## src/hw/rtl/ilos_pkg.sv

```systemverilog
// ----------------------------------------------------------------------------
// ILOS guidance package
// Shared payload types, register indexes, datapath commands and helpers for
// the integral line-of-sight heading guidance block.
// ----------------------------------------------------------------------------
package ilos_pkg;

    // Input item: append a waypoint or give a vehicle position.
    typedef struct packed {
        logic               action;
        logic signed [31:0] coord_x;
        logic signed [31:0] coord_y;
    } ilos_in_t;

    // Result item.
    typedef struct packed {
        logic signed [15:0] desired_heading;
        logic signed [31:0] cross_track;
        logic [5:0]         segment_number;
        logic               status;
    } ilos_out_t;

    // Action codes.
    localparam logic ACT_APPEND   = 1'b0;
    localparam logic ACT_POSITION = 1'b1;

    // Configuration register indexes.
    localparam int CFG_IDX_W  = 2;
    localparam int CFG_DATA_W = 31;
    localparam logic [CFG_IDX_W-1:0] REG_LOOKAHEAD = 2'd0;
    localparam logic [CFG_IDX_W-1:0] REG_ACCEPT    = 2'd1;
    localparam logic [CFG_IDX_W-1:0] REG_STEP      = 2'd2;
    localparam logic [CFG_IDX_W-1:0] REG_GAIN      = 2'd3;

    // Register reset values.
    localparam logic [30:0] LOOKAHEAD_RST = 31'd327680;
    localparam logic [30:0] ACCEPT_RST    = 31'd131072;
    localparam logic [15:0] STEP_RST      = 16'd6554;
    localparam logic [30:0] GAIN_RST      = 31'd6554;

    // Inverse CORDIC gain, 2^-31 scaling.
    localparam logic [31:0] INV_GAIN = 32'h4DBA76D4;

    // CORDIC datapath width and divider dividend length.
    localparam int CORD_W  = 40;
    localparam int DIV_BITS = 80;
    localparam int CNT_W   = 7;

    // Datapath commands.
    typedef enum logic [4:0] {
        OP_NONE, OP_APPEND, OP_START, OP_BASE, OP_LOAD, OP_ROT,
        OP_UHI, OP_ULO, OP_UFIN, OP_GAIN, OP_LOAD2, OP_HEAD,
        OP_SQ1, OP_SQ2, OP_NUM, OP_PLO, OP_PHI, OP_DIVI, OP_DIV,
        OP_INTEG, OP_STATUS
    } ilos_op_t;

    // Unscale source selects.
    localparam logic [1:0] SEL_D = 2'd0;
    localparam logic [1:0] SEL_S = 2'd1;
    localparam logic [1:0] SEL_E = 2'd2;

    typedef struct packed {
        ilos_op_t   op;
        logic [1:0] sel;
        logic [4:0] idx;
    } ilos_cmd_t;

    typedef struct packed {
        logic few_waypoints;
    } ilos_sts_t;

    // Arctangent of 2^-i, 2^31 = pi.
    function automatic logic [31:0] atan_entry(input logic [4:0] i);
        logic [31:0] r;
        unique case (i)
            5'd0:  r = 32'h20000000;
            5'd1:  r = 32'h12E4051E;
            5'd2:  r = 32'h09FB385B;
            5'd3:  r = 32'h051111D4;
            5'd4:  r = 32'h028B0D43;
            5'd5:  r = 32'h0145D7E1;
            5'd6:  r = 32'h00A2F61E;
            5'd7:  r = 32'h00517C55;
            5'd8:  r = 32'h0028BE53;
            5'd9:  r = 32'h00145F2F;
            5'd10: r = 32'h000A2F98;
            5'd11: r = 32'h000517CC;
            5'd12: r = 32'h00028BE6;
            5'd13: r = 32'h000145F3;
            5'd14: r = 32'h0000A2FA;
            5'd15: r = 32'h0000517D;
            5'd16: r = 32'h000028BE;
            5'd17: r = 32'h0000145F;
            5'd18: r = 32'h00000A30;
            5'd19: r = 32'h00000518;
            5'd20: r = 32'h0000028C;
            5'd21: r = 32'h00000146;
            5'd22: r = 32'h000000A3;
            5'd23: r = 32'h00000051;
            5'd24: r = 32'h00000029;
            5'd25: r = 32'h00000014;
            5'd26: r = 32'h0000000A;
            5'd27: r = 32'h00000005;
            5'd28: r = 32'h00000003;
            5'd29: r = 32'h00000001;
            5'd30: r = 32'h00000001;
            default: r = 32'h00000000;
        endcase
        return r;
    endfunction

    // Saturate a wide signed value to 32 bits.
    function automatic logic signed [31:0] sat32(input logic signed [65:0] v);
        logic signed [31:0] r;
        if (v > 66'sd2147483647) begin
            r = 32'sh7FFFFFFF;
        end else if (v < -66'sd2147483648) begin
            r = 32'sh80000000;
        end else begin
            r = v[31:0];
        end
        return r;
    endfunction

endpackage

```

## src/hw/rtl/ilos_ctrl.sv

```systemverilog
// ----------------------------------------------------------------------------
// ILOS guidance controller
// Sequences the datapath through segment fetch, CORDIC, unscaling, heading,
// serial division and integration, and owns the result valid flag.
// ----------------------------------------------------------------------------
module ilos_ctrl import ilos_pkg::*; #(
    parameter int CORDIC_STEPS = 16
) (
    input  logic      aclk,
    input  logic      aresetn,
    input  logic      s_valid,
    output logic      s_ready,
    input  logic      in_action,
    output logic      m_valid,
    input  logic      m_ready,
    input  ilos_sts_t sts,
    output ilos_cmd_t cmd
);

    typedef enum logic [19:0] {
        S_IDLE  = 20'h00001,
        S_BASE  = 20'h00002,
        S_LOAD  = 20'h00004,
        S_ROT1  = 20'h00008,
        S_UHI   = 20'h00010,
        S_ULO   = 20'h00020,
        S_UFIN  = 20'h00040,
        S_GAIN  = 20'h00080,
        S_LOAD2 = 20'h00100,
        S_ROT2  = 20'h00200,
        S_HEAD  = 20'h00400,
        S_SQ1   = 20'h00800,
        S_SQ2   = 20'h01000,
        S_NUM   = 20'h02000,
        S_PLO   = 20'h04000,
        S_PHI   = 20'h08000,
        S_DIVI  = 20'h10000,
        S_DIV   = 20'h20000,
        S_INTEG = 20'h40000,
        S_STAT  = 20'h80000
    } state_t;

    state_t           state_reg, state_next;
    logic [CNT_W-1:0] cnt_reg, cnt_next;
    logic             m_valid_reg, m_valid_next;
    logic             out_free;
    logic             s_xfer;
    logic             rot_last;
    logic             div_last;

    assign out_free = !m_valid_reg || m_ready;
    assign s_xfer   = s_valid && s_ready;
    assign rot_last = (cnt_reg == CNT_W'(CORDIC_STEPS - 1));
    assign div_last = (cnt_reg == CNT_W'(DIV_BITS - 1));
    assign s_ready  = (state_reg == S_IDLE);
    assign m_valid  = m_valid_reg;

    // Next state and datapath command.
    always_comb begin
        state_next   = state_reg;
        cnt_next     = cnt_reg;
        m_valid_next = m_valid_reg && !m_ready;
        cmd.op       = OP_NONE;
        cmd.sel      = cnt_reg[1:0];
        cmd.idx      = cnt_reg[4:0];
        unique case (state_reg)
            S_IDLE: begin
                if (s_xfer) begin
                    if (in_action == ACT_APPEND) begin
                        cmd.op = OP_APPEND;
                    end else if (sts.few_waypoints) begin
                        state_next = S_STAT;
                    end else begin
                        cmd.op     = OP_START;
                        state_next = S_BASE;
                    end
                end
            end
            S_BASE: begin
                cmd.op     = OP_BASE;
                state_next = S_LOAD;
            end
            S_LOAD: begin
                cmd.op     = OP_LOAD;
                cnt_next   = '0;
                state_next = S_ROT1;
            end
            S_ROT1: begin
                cmd.op = OP_ROT;
                if (rot_last) begin
                    cnt_next   = '0;
                    state_next = S_UHI;
                end else begin
                    cnt_next = cnt_reg + 1'b1;
                end
            end
            S_UHI: begin
                cmd.op     = OP_UHI;
                state_next = S_ULO;
            end
            S_ULO: begin
                cmd.op     = OP_ULO;
                state_next = S_UFIN;
            end
            S_UFIN: begin
                cmd.op = OP_UFIN;
                if (cnt_reg[1:0] == SEL_E) begin
                    cnt_next   = '0;
                    state_next = S_GAIN;
                end else begin
                    cnt_next   = cnt_reg + 1'b1;
                    state_next = S_UHI;
                end
            end
            S_GAIN: begin
                cmd.op     = OP_GAIN;
                state_next = S_LOAD2;
            end
            S_LOAD2: begin
                cmd.op     = OP_LOAD2;
                cnt_next   = '0;
                state_next = S_ROT2;
            end
            S_ROT2: begin
                cmd.op = OP_ROT;
                if (rot_last) begin
                    cnt_next   = '0;
                    state_next = S_HEAD;
                end else begin
                    cnt_next = cnt_reg + 1'b1;
                end
            end
            S_HEAD: begin
                cmd.op     = OP_HEAD;
                state_next = S_SQ1;
            end
            S_SQ1: begin
                cmd.op     = OP_SQ1;
                state_next = S_SQ2;
            end
            S_SQ2: begin
                cmd.op     = OP_SQ2;
                state_next = S_NUM;
            end
            S_NUM: begin
                cmd.op     = OP_NUM;
                state_next = S_PLO;
            end
            S_PLO: begin
                cmd.op     = OP_PLO;
                state_next = S_PHI;
            end
            S_PHI: begin
                cmd.op     = OP_PHI;
                state_next = S_DIVI;
            end
            S_DIVI: begin
                cmd.op     = OP_DIVI;
                cnt_next   = '0;
                state_next = S_DIV;
            end
            S_DIV: begin
                cmd.op = OP_DIV;
                if (div_last) begin
                    cnt_next   = '0;
                    state_next = S_INTEG;
                end else begin
                    cnt_next = cnt_reg + 1'b1;
                end
            end
            S_INTEG: begin
                if (out_free) begin
                    cmd.op       = OP_INTEG;
                    m_valid_next = 1'b1;
                    state_next   = S_IDLE;
                end
            end
            S_STAT: begin
                if (out_free) begin
                    cmd.op       = OP_STATUS;
                    m_valid_next = 1'b1;
                    state_next   = S_IDLE;
                end
            end
            default: begin
                state_next = S_IDLE;
            end
        endcase
    end

    // Control registers.
    always_ff @(posedge aclk) begin
        if (!aresetn) begin
            state_reg   <= S_IDLE;
            cnt_reg     <= '0;
            m_valid_reg <= 1'b0;
        end else begin
            state_reg   <= state_next;
            cnt_reg     <= cnt_next;
            m_valid_reg <= m_valid_next;
        end
    end

endmodule

```

## config.mk

```make
export PLATFORM = sky130hd
export DESIGN_NAME = ilos_ctrl
export DESIGN_NICKNAME = d
export VERILOG_FILES = /design/src/hw/rtl/ilos_pkg.sv /design/src/hw/rtl/ilos_ctrl.sv
export SDC_FILE = /design/constraint.sdc
export NUM_CORES = 1
export LEC_CHECK = 0
export BUFFER_PORTS_ARGS = -buffer_cell sky130_fd_sc_hd__buf_2
export CAP_MARGIN = 15
export CORE_UTILIZATION = 30
export CTS_CLUSTER_DIAMETER = 50
export DETAILED_ROUTE_END_ITERATION = 7
export MAX_ROUTING_LAYER = met4
export PLACE_DENSITY = 0.59
export SLEW_MARGIN = 20
export SYNTH_ARGS = -nofsm -noshare
export SYNTH_HDL_FRONTEND = slang
export SYNTH_SLANG_ARGS = --single-unit
```

## constraint.sdc

```tcl
create_clock -name aclk -period 2.5 [get_ports aclk]
set_clock_uncertainty 0.05 [all_clocks]
set_input_delay 0.125 -clock aclk [delete_from_list [all_inputs] [get_ports aclk]]
set_output_delay 0.125 -clock aclk [all_outputs]
set_load 0.02 [all_outputs]
```

==> results by group <==
Worst setup path
  – R2R Setup Slk: -70 ps
  – CP dominant cell by count: buf_4
  – CP endpoint kind: output pin
  – Critical path arrival: 2400 ps
  – Largest delay contributor family on the critical path: simple AND/OR/NAND/NOR gates
  – Worst Path Required: 2330 ps
  – R2r worst-path depth: 9
  – Origin of the critical flop-to-flop path: state_reg[18]
  – Bufs and invs on worst path: 3
  – Setup Crit Path Kind: register to output pin
  – RR Endpoint: cnt_reg[3]
  – Crit path cell chain: or4_4 -> nor4_4 -> buf_4 -> nand4b_1 -> buf_4 -> and2_4 -> o2111ai_2 -> buf_6
  – Critical path startpoint category: register
  – Max incr delay on CP: 570 ps
  – Crit-path max FO: 6
  – Slowest-stage cell, CP: or4_4

Timing
  – Worst-Margin Slew: 516 ps
  – Min Clock Period, post-route: 2580 ps
  – Fmax: 388 MHz
  – Slew Viols, Final: 0
  – RSZ-0062 raised after global routing: true
  – Final Hold Fails: 0
  – Final worst setup slack: -75.2 ps
  – Tcrit/Tclk final: 103%
  – Final Setup Violations: 8
  – Slew margin rel.: 65.3%
  – Setup TNS: -395 ps

Final layout
  – Fill cell count: 571
  – Largest register FFs: 20
  – Post-route cell area: 0.00277 sq mm
  – Fin cells: 364
  – Antenna cells: 0
  – P&R area growth vs syn: 47.3%
  – Layout cell share with drive strength beyond 1: 48.8%
  – Nets@finish: 300

Place
  – GPL Wtd Cong: 0.881
  – Detailed Place HPWL: 4.31 mm
  – Placed Cells: 343
  – DP Area: 0.00226 sq mm
  – IO buf count: 19
  – Dpl ws: -159 ps

Clocking
  – Max clock buf depth: 2
  – Number of H-tree levels: 1
  – Root Buffer: clkbuf_8
  – Count of hold-fix buffers inserted at cts: 0
  – Clock Latency Late Sink: 290 ps
  – Clock slew at reported path FFs: 100 ps
  – Inserted Clock Buffers: 3
  – Clock sinks: 28
  – CTS tree: yes

Synthesis
  – Mapped Avg Cell Area: 8.35 sq um
  – Post-synth net total: 235
  – Post-Synthesis Cells: 225
  – Synth Register Bits: 28
  – Mapped cell area: 0.00188 sq mm
  – Post-synth EDFFs: 0
  – Synth cell types: 51
  – Yosys top cell by area: dfxtp_1
  – Most common cell in the netlist: dfxtp_1
  – Yosys top cell area share: 29.8%
  – Warnings from Yosys: 0
  – Top_reg_cell synth: dfxtp_1
  – Synth async-reset ratio: 0%
  – Main area contributors after synthesis: dfxtp_1, nor4_1, nor2_1
  – Post-synthesis sequential area ratio: 29.8%
  – Synth cell count leaders: dfxtp_1, nor2_1, nand2_1

Min path
  – Hold Path Cell Cnt: 2
  – WHS Endpoint: state_reg[0]
  – Worst hold start: aresetn
  – Hold Crit Class: input pin to register

Run status
  – Status: finished, violations left
  – Failing checks: negative setup slack

Die
  – Die span in y: 81.1 um
  – Boundary pin count: 20
  – # rows: 28
  – Core Area: 0.00599 sq mm
  – Die area: 0.00658 sq mm
  – Initial core utilization: 31.4%
  – DIE WIDTH: 81.1 um

Routing
  – Initial detailed-routing violation count: 130
  – Avg WL per Cell: 17.1 um
  – Routed length on met2: 2.98 mm
  – Via count: 2,016
  – Routed wire length: 6.24 mm
  – Final ANT Viol Nets: 0
  – Top sig layer: met4
  – Vias per cell: 5.54
  – Routed length on met3: 275 um
  – WL met1: 2.75 mm
  – DRC Markers: 0
  – Drt first pass iters: 4

GRT
  – GR Overflow Total: 0
  – Vias in the first global route: 1,938
  – GR Util All Layers: 19.9%
  – Antenna violations before repair: 0
  – Global-route wire length before repair: 9.59 mm
  – Largest net degree at the start of global routing: 17

Job
  – Number of max-cap violations: 0

Power and ir drop
  – Lkg Pwr: 1.18 nW
  – Power, Total: 1.13 mW
  – VDD IR-drop max: 394 uV
  – Pwr dens: 410 mW/mm^2
==> final cells by class <==
type                       instances  area [sq um]  share of cell area (%)
inverter                           5          21.3                   0.769
clock buffer                       3          41.3                    1.49
multi-input combinational        177          1450                    52.3
clock inverter                     1          30.0                    1.08
sequential                        28           577                    20.8
timing repair buffer              75           558                    20.2
tap                               75          93.8                    3.39
==> power by group <==
| part | switching (mW) | internal, mW |
|---|---|---|
| clock | 0.150 | 0.215 |
| combinational | 0.173 | 0.133 |
| sequential | 0.0109 | 0.453 |
==> repair_timing <==
action,4_1_cts,5_1_grt
pin swaps,13,24
gates resized for setup,32,50
setup endpoints to repair,29,30
cloned,0,1
buffers inserted,11,5
==> how the worst max path moves through the flow <==
stage / from / endpoint / slack [ps] / cells after the start
after floorplan: state_reg[7] / state_reg[4] / 50 / 10
after global placement: state_reg[17] / state_reg[14] / -160 / 7
after detailed placement: state_reg[16] / state_reg[16] / -160 / 7
after CTS: state_reg[5] / cmd[8] / -30 / 7
after global routing: state_reg[4] / cmd[8] / -150 / 8
final: state_reg[18] / cmd[9] / -80 / 8
==> metal layers <==
layer  vias up  global-route usage (%)
met2        54                    32.9
met4         0                    7.32
met3        18                    3.37
met1       973                    24.1
met5         -                       -
li1        971                       -
==> stage by stage <==
step,hold WS (ps),util (%)
after floorplan,154,-
after detailed placement,308,37.8
after global placement,308,37.8
after CTS,22.9,42.6
after global routing,7.63,46.2
final,10.5,46.2
==> placed cells by master, fill, tap and decap left out, types with 3 or more instances in the layout <==
cell type / n
buf_4: 53
o21ai_2: 3
nand4b_1: 6
and2_1: 4
or3_1: 3
nor3_1: 7
nor2b_1: 3
nor4_1: 4
inv_1: 4
clkbuf_8: 3
buf_6: 8
nand2b_1: 8
or4_1: 4
xor2_1: 5
ha_1: 4
nand4_1: 5
nor4_2: 9
nor2_1: 14
or4_4: 6
nand3_1: 6
dfxtp_2: 7
o2111ai_2: 4
nor2_2: 4
buf_2: 14
nor4_4: 4
xnor2_1: 3
o21ai_1: 6
nand3b_1: 4
dfxtp_1: 19
nand2_1: 14
a21oi_1: 9
==> logic make-up after synthesis <==
group	Yosys count	synth area share, %
muxes	1	0.533
xor gates and xnor gates	8	3.73
DFF	28	29.8
and+or+nand+nor	124	42.5
adders and majority gates	4	2.66
buffers and inverters	21	6.59
AOI/OAI and AO/OA	39	14.1
Note: power is estimated with default switching activity, not from simulation.
